--- config.mk ---
export PLATFORM = sky130hd
export DESIGN_NAME = odd_even_transposition_sort_top
export DESIGN_NICKNAME = d
export VERILOG_FILES = /design/src/rtl/core/oets_pkg.sv /design/src/rtl/core/oets_cell.sv /design/src/rtl/core/odd_even_transposition_sort_top.sv
export SDC_FILE = /design/constraint.sdc
export NUM_CORES = 1
export LEC_CHECK = 0
export BUFFER_PORTS_ARGS = -buffer_cell sky130_fd_sc_hd__buf_2
export CORE_MARGIN = 2
export CORE_UTILIZATION = 50
export DETAILED_ROUTE_END_ITERATION = 10
export PLACE_DENSITY = 0.65
export SETUP_SLACK_MARGIN = 0.3
export SYNTH_ARGS = -nofsm -noshare
export SYNTH_HDL_FRONTEND = slang
export SYNTH_SLANG_ARGS = --single-unit
--- constraint.sdc ---
create_clock -name i_clk -period 3.7 [get_ports i_clk]
set_input_delay 0.185 -clock i_clk [delete_from_list [all_inputs] [get_ports i_clk]]
set_output_delay 0.185 -clock i_clk [all_outputs]
set_load 0.02 [all_outputs]
--- src/rtl/core/oets_pkg.sv ---
package oets_pkg;

    typedef enum logic [1:0] {
        ST_LOAD,
        ST_SORT,
        ST_EMIT
    } t_state;

    typedef struct packed {
        logic wr;
        logic pair_r;
        logic pair_l;
        logic shift;
    } t_cell_ctl;

endpackage

--- src/rtl/core/oets_cell.sv ---
module oets_cell #(
    parameter int VALUE_BITS = 10
) (
    input  logic                  i_clk,
    input  oets_pkg::t_cell_ctl   i_ctl,
    input  logic [VALUE_BITS-1:0] i_din,
    input  logic [VALUE_BITS-1:0] i_left,
    input  logic [VALUE_BITS-1:0] i_right,
    output logic [VALUE_BITS-1:0] o_val
);
    import oets_pkg::*;

    logic [VALUE_BITS-1:0] r_val;
    logic [VALUE_BITS-1:0] n_val;

    always_comb begin
        n_val = r_val;
        if (i_ctl.wr) begin
            n_val = i_din;
        end else if (i_ctl.shift) begin
            n_val = i_right;
        end else if (i_ctl.pair_r) begin
            if (r_val > i_right) begin
                n_val = i_right;
            end
        end else if (i_ctl.pair_l) begin
            if (i_left > r_val) begin
                n_val = i_left;
            end
        end
    end

    always_ff @(posedge i_clk) begin
        r_val <= n_val;
    end

    assign o_val = r_val;

endmodule

--- src/rtl/core/odd_even_transposition_sort_top.sv ---
// Sorts sets of up to CAPACITY unsigned values with a row of compare-exchange cells.
// Input beats load one per cycle while o_in_ready is high; the beat marked last closes
// the set (beats arriving with the row full are dropped and flag overflow on every
// result of that set). For a set of n loaded values the row then runs n transposition
// phases, one per cycle, and shifts the values out through a registered output stage
// in ascending order, one beat per cycle when the sink is ready, the final one marked
// last. o_in_ready is low from the last input beat until the final result enters the
// output register.
module odd_even_transposition_sort_top #(
    parameter int CAPACITY   = 32,
    parameter int VALUE_BITS = 10
) (
    input  logic                  i_clk,
    input  logic                  i_rst_n,
    input  logic                  i_in_valid,
    output logic                  o_in_ready,
    input  logic [VALUE_BITS-1:0] i_value,
    input  logic                  i_last_in,
    output logic                  o_out_valid,
    input  logic                  i_out_ready,
    output logic [VALUE_BITS-1:0] o_sorted_value,
    output logic                  o_last_out,
    output logic                  o_overflow
);
    import oets_pkg::*;

    localparam int CNT_W = $clog2(CAPACITY + 1);

    t_state                r_state;
    t_state                n_state;
    logic [CNT_W-1:0]      r_count;
    logic [CNT_W-1:0]      n_count;
    logic [CNT_W-1:0]      r_phase;
    logic [CNT_W-1:0]      n_phase;
    logic                  r_drop;
    logic                  n_drop;
    logic                  r_out_valid;
    logic                  n_out_valid;
    logic [VALUE_BITS-1:0] r_out_val;
    logic [VALUE_BITS-1:0] n_out_val;
    logic                  r_out_last;
    logic                  n_out_last;
    logic                  r_out_ovf;
    logic                  n_out_ovf;

    logic                  in_acc;
    logic                  out_free;
    logic                  room;
    logic                  is_final;
    logic                  sorting;
    logic                  shifting;

    t_cell_ctl             cell_ctl [CAPACITY];
    logic [VALUE_BITS-1:0] cell_val [CAPACITY];

    assign o_in_ready = (r_state == ST_LOAD);
    assign in_acc     = i_in_valid && o_in_ready;
    assign out_free   = !r_out_valid || i_out_ready;
    assign room       = (r_count < CNT_W'(CAPACITY));
    assign is_final   = (r_phase == r_count - CNT_W'(1));
    assign sorting    = (r_state == ST_SORT);
    assign shifting   = (r_state == ST_EMIT) && out_free;

    // per-cell control and the row of cells
    for (genvar j = 0; j < CAPACITY; j++) begin : g_cell
        logic [VALUE_BITS-1:0] left_val;
        logic [VALUE_BITS-1:0] right_val;

        always_comb begin
            cell_ctl[j].wr     = in_acc && room && (r_count == CNT_W'(j));
            cell_ctl[j].shift  = shifting;
            cell_ctl[j].pair_r = sorting && (r_phase[0] == 1'(j))
                                 && (CNT_W'(j + 1) < r_count);
            cell_ctl[j].pair_l = sorting && (j > 0) && (r_phase[0] != 1'(j))
                                 && (CNT_W'(j) < r_count);
        end

        if (j == 0) begin : g_first
            assign left_val = '0;
        end else begin : g_mid_l
            assign left_val = cell_val[j-1];
        end

        if (j == CAPACITY - 1) begin : g_end
            assign right_val = '0;
        end else begin : g_mid_r
            assign right_val = cell_val[j+1];
        end

        oets_cell #(
            .VALUE_BITS(VALUE_BITS)
        ) u_cell (
            .i_clk  (i_clk),
            .i_ctl  (cell_ctl[j]),
            .i_din  (i_value),
            .i_left (left_val),
            .i_right(right_val),
            .o_val  (cell_val[j])
        );
    end

    always_comb begin
        n_state     = r_state;
        n_count     = r_count;
        n_phase     = r_phase;
        n_drop      = r_drop;
        n_out_valid = r_out_valid;
        n_out_val   = r_out_val;
        n_out_last  = r_out_last;
        n_out_ovf   = r_out_ovf;

        if (r_out_valid && i_out_ready) begin
            n_out_valid = 1'b0;
        end

        case (r_state)
            ST_LOAD: begin
                if (in_acc) begin
                    if (room) begin
                        n_count = r_count + CNT_W'(1);
                    end else begin
                        n_drop = 1'b1;
                    end
                    if (i_last_in) begin
                        n_state = ST_SORT;
                        n_phase = '0;
                    end
                end
            end
            ST_SORT: begin
                if (is_final) begin
                    n_state = ST_EMIT;
                    n_phase = '0;
                end else begin
                    n_phase = r_phase + CNT_W'(1);
                end
            end
            ST_EMIT: begin
                if (out_free) begin
                    n_out_valid = 1'b1;
                    n_out_val   = cell_val[0];
                    n_out_last  = is_final;
                    n_out_ovf   = r_drop;
                    n_phase     = r_phase + CNT_W'(1);
                    if (is_final) begin
                        n_state = ST_LOAD;
                        n_count = '0;
                        n_drop  = 1'b0;
                        n_phase = '0;
                    end
                end
            end
            default: begin
                n_state = ST_LOAD;
            end
        endcase
    end

    always_ff @(posedge i_clk) begin
        if (!i_rst_n) begin
            r_state     <= ST_LOAD;
            r_count     <= '0;
            r_phase     <= '0;
            r_drop      <= 1'b0;
            r_out_valid <= 1'b0;
        end else begin
            r_state     <= n_state;
            r_count     <= n_count;
            r_phase     <= n_phase;
            r_drop      <= n_drop;
            r_out_valid <= n_out_valid;
        end
    end

    always_ff @(posedge i_clk) begin
        r_out_val  <= n_out_val;
        r_out_last <= n_out_last;
        r_out_ovf  <= n_out_ovf;
    end

    assign o_out_valid    = r_out_valid;
    assign o_sorted_value = r_out_val;
    assign o_last_out     = r_out_last;
    assign o_overflow     = r_out_ovf;

endmodule

==> flow_summary.json <==
{
  "detailed_place_hpwl_um": 55800,
  "fin_skew_ns": 0.0231,
  "cts-root-buf": "clkbuf_16",
  "crit_family": "simple AND/OR/NAND/NOR gates",
  "required_ns": 3.89,
  "rsz0062_at_grt": "no",
  "fin_tns_setup_ns": 0,
  "ir_drop_uv": 280,
  "fin_crit_sh_pct": 87.9,
  "synth_seq_area_share_pct": 39.1,
  "die_w_um": 233,
  "yosysTopAreaCellShare_pct": 37.9,
  "drive_gt1_share_pct": 6.04,
  "synth_adder_area_share_pct": 15.2,
  "final_util_pct": 54.4,
  "arrival_ns": 3.45,
  "min-delay-path-class": "in -> reg",
  "highest_layer": "met4",
  "hold_viol": 0,
  "grt.overflow.total": 0,
  "avgRoutedWirePerCell_um": 20.4,
  "place.gp.congestion": 0.916,
  "grt_pass1_wl_um": 118000,
  "synth_top_family_by_area": "compound AO/OA/AOI/OAI gates",
  "endpoint_kind": "flop",
  "cts_buffers": 43,
  "instances_no_fill": 3699,
  "cts_tree": "done",
  "m1WireLength_um": 34000,
  "crit_fanout": 22,
  "power.leakage_nw": 12.7,
  "io-pin-count": 29,
  "fp-row-count": 84,
  "synth_xor_xnor_area_share_pct": 0.233,
  "drtPass1Iterations": 6,
  "r2r_slack_ns": 0.45,
  "grt_antenna_before_repair": 0,
  "setup_violations": 0,
  "synth_mux_area_share_pct": 5.68,
  "initial_core_util_pct": 50.3,
  "cp_slowest_cell": "dfxtp_1",
  "synth_top_area_cell": "edfxtp_1",
  "place_area_sq_um": 27100,
  "drtIter0Drc": 2054,
  "slowest_delay_ns": 0.83,
  "path_common_cell": "nor2_1",
  "h-tree-depth": 2,
  "clkTransAtPathRegs_ns": 0.06,
  "yosys.area_share.simple_pct": 14.8,
  "grt_usage_pct": 27.7,
  "antenna_cells": 0,
  "worstSetupPathType": "reg -> reg",
  "postSynthAreaPerCell_sq_um": 8.75,
  "fillCellCount": 4758,
  "min_period_ns": 3.25,
  "met3_length_um": 5350,
  "synth_most_common_cell": "a21oi_1",
  "nets": 3311,
  "synth_compound_area_share_pct": 17.4,
  "maxSlewViolCount": 0,
  "grt_max_degree": 33,
  "worst_skew_pair.late_latency_ns": 0.58,
  "timing.rr.start": "r_count[3]",
  "synth_nets": 3341,
  "path_buf_inv": 0,
  "drc_errors": 0,
  "die_h_um": 233,
  "route.met2.wl_um": 34200,
  "via_per_inst": 5.87,
  "synth_enable_flop_cells": 332,
  "synth.distinct_cells": 65,
  "worst_pin_slew_ns": 1.17,
  "async_reset_ff_share_pct": 0,
  "ff2ff_path_depth": 6,
  "core_sq_um": 52300,
  "synthFlopType": "edfxtp_1",
  "power_density_nw_per_um2": 318,
  "cts_sinks": 348,
  "netlist_top_cells_area": "edfxtp_1, ha_1, a21oi_1",
  "place_inst": 3616,
  "cts_hold_buf": 3,
  "synth_cells": 3006,
  "holdPathEnd": "o_out_valid",
  "min_from": "i_out_ready",
  "cts_resized": 0,
  "grt_pass1_vias": 21100,
  "ant_nets": 0,
  "vias": 21700,
  "ys_warn_count": 0,
  "fp.dieArea_sq_um": 54500,
  "cp_cell_sequence": "nor2_1 > nand2_1 > nor2_1 > nor3_1 > o41ai_1 > nand3_1",
  "cts_buffer_depth": 3,
  "syn_area_sq_um": 26300,
  "finalInstanceArea_sq_um": 28500,
  "start_kind": "flop",
  "max_freq_ghz": 0.307,
  "ys_seq_elements": 348,
  "cts_setup_buffers": 0,
  "synth_top_cells_by_count": "a21oi_1, inv_1, edfxtp_1, ha_1, nor2_1",
  "port_buffers": 28,
  "hold_depth": 3,
  "maxCapViolations": 0,
  "drt_wl_total_um": 75300,
  "relSlewSlack_pct": 22.3,
  "r2r-end": "g_cell[31].u_cell.o_val[7]",
  "outcome": "complete, no violations",
  "syn_to_final_growth_pct": 8.22
}
[worst max-delay path by stage]
stage / cells past startpoint / end / slack (ns) / from
6_report: 6 / g_cell[31].u_cell.o_val[7] / 0.45 / r_count[3]
5_1_grt: 6 / g_cell[31].u_cell.o_val[4] / 0.33 / r_count[3]
4_1_cts: 9 / r_state[0] / 0.56 / r_count[0]
3_5_place_dp: 7 / g_cell[31].u_cell.o_val[2] / 0.65 / r_count[0]
3_3_place_gp: 7 / g_cell[31].u_cell.o_val[2] / 0.65 / r_count[0]
2_1_floorplan: 9 / g_cell[11].u_cell.o_val[0] / 0.83 / r_count[0]
[worst register-to-register path: stages, from the launching register on]
cell and delay, ns:
dfxtp_1 0.83, nor2_1 0.30, nand2_1 0.21, nor2_1 0.07, nor3_1 0.77, o41ai_1 0.24, nand3_1 0.45
[per-stage QoR]
step	hold slack [ns]	power (W)	worst slack, ns
final	0.0287	0.00905	0.447
after floorplan	0.351	0.00475	0.828
after global placement	0.441	0.00491	0.651
after CTS	0.00144	0.00910	0.563
after global routing	0.0251	0.00931	0.333
after detailed placement	0.448	0.00493	0.652
[routing by layer]
metal / global-route usage [%] / up-vias
li1: - / 10500
met1: 39.1 / 10200
met2: 44.6 / 793
met3: 3.61 / 125
met4: 7.46 / 0
met5: 0 / -
[sequential cells by signal, indices dropped and copies added, names as in the netlist]
| signal | cells |
|---|---|
| g_cell.u_cell.o_val | 320 |
| o_last_out | 1 |
| o_out_valid | 1 |
| o_overflow | 1 |
| o_sorted_value | 10 |
| r_count | 6 |
| r_drop | 1 |
| r_phase | 6 |
| r_state | 2 |
[report_power, final]
group,internal [W],switching (W)
Clock,0.00246,0.00173
Combinational,0.000150,0.000332
Sequential,0.00433,0.0000530
Total,0.00693,0.00212
[kinds of logic (layout without fill, tap and decap cells)]
kind of cell / count (synthesis) / after routing
DFF: 348 / 348
buffers and inverters: 510 / 515
AOI/OAI and AO/OA: 819 / 819
muxes: 148 / 148
and+or+nand+nor: 854 / 854
xor gates and xnor gates: 7 / 7
adders and majority gates: 320 / 320
[layout make-up]
class / count / area [sq um] / share of cell area (%)
Clock buffer: 53 / 1130 / 3.99
Clock inverter: 27 / 241 / 0.848
Inverter: 346 / 1300 / 4.56
Multi-Input combinational cell: 2148 / 14000 / 49.3
Sequential cell: 348 / 10300 / 36.1
Tap cell: 688 / 861 / 3.02
Timing Repair Buffer: 89 / 606 / 2.13
[cell usage in the layout (no fill, tap or decap), types with 4 or more instances in the layout]
cell type	n
nor2_4	5
mux2i_1	138
bufinv_16	4
clkbuf_16	44
o211ai_1	23
dfxtp_1	16
a31oi_1	19
nor2b_1	38
mux2_2	10
nand3b_1	20
a22o_1	10
and3_1	7
nor3_2	8
ha_1	320
nand4_1	70
clkinv_2	8
nand2_1	288
clkinv_1	12
nand3_1	41
o311ai_0	5
edfxtp_1	332
and2_1	10
o21ai_1	43
a21oi_1	353
o21a_1	10
clkbuf_1	9
or3_1	8
inv_1	344
nor4_1	4
buf_4	58
xnor2_1	4
nor2_1	316
a211oi_1	10
buf_2	28
nand2b_1	11
a21o_1	80
o21ai_0	245
nor3_1	11
Power figures use the tool's default switching activity.
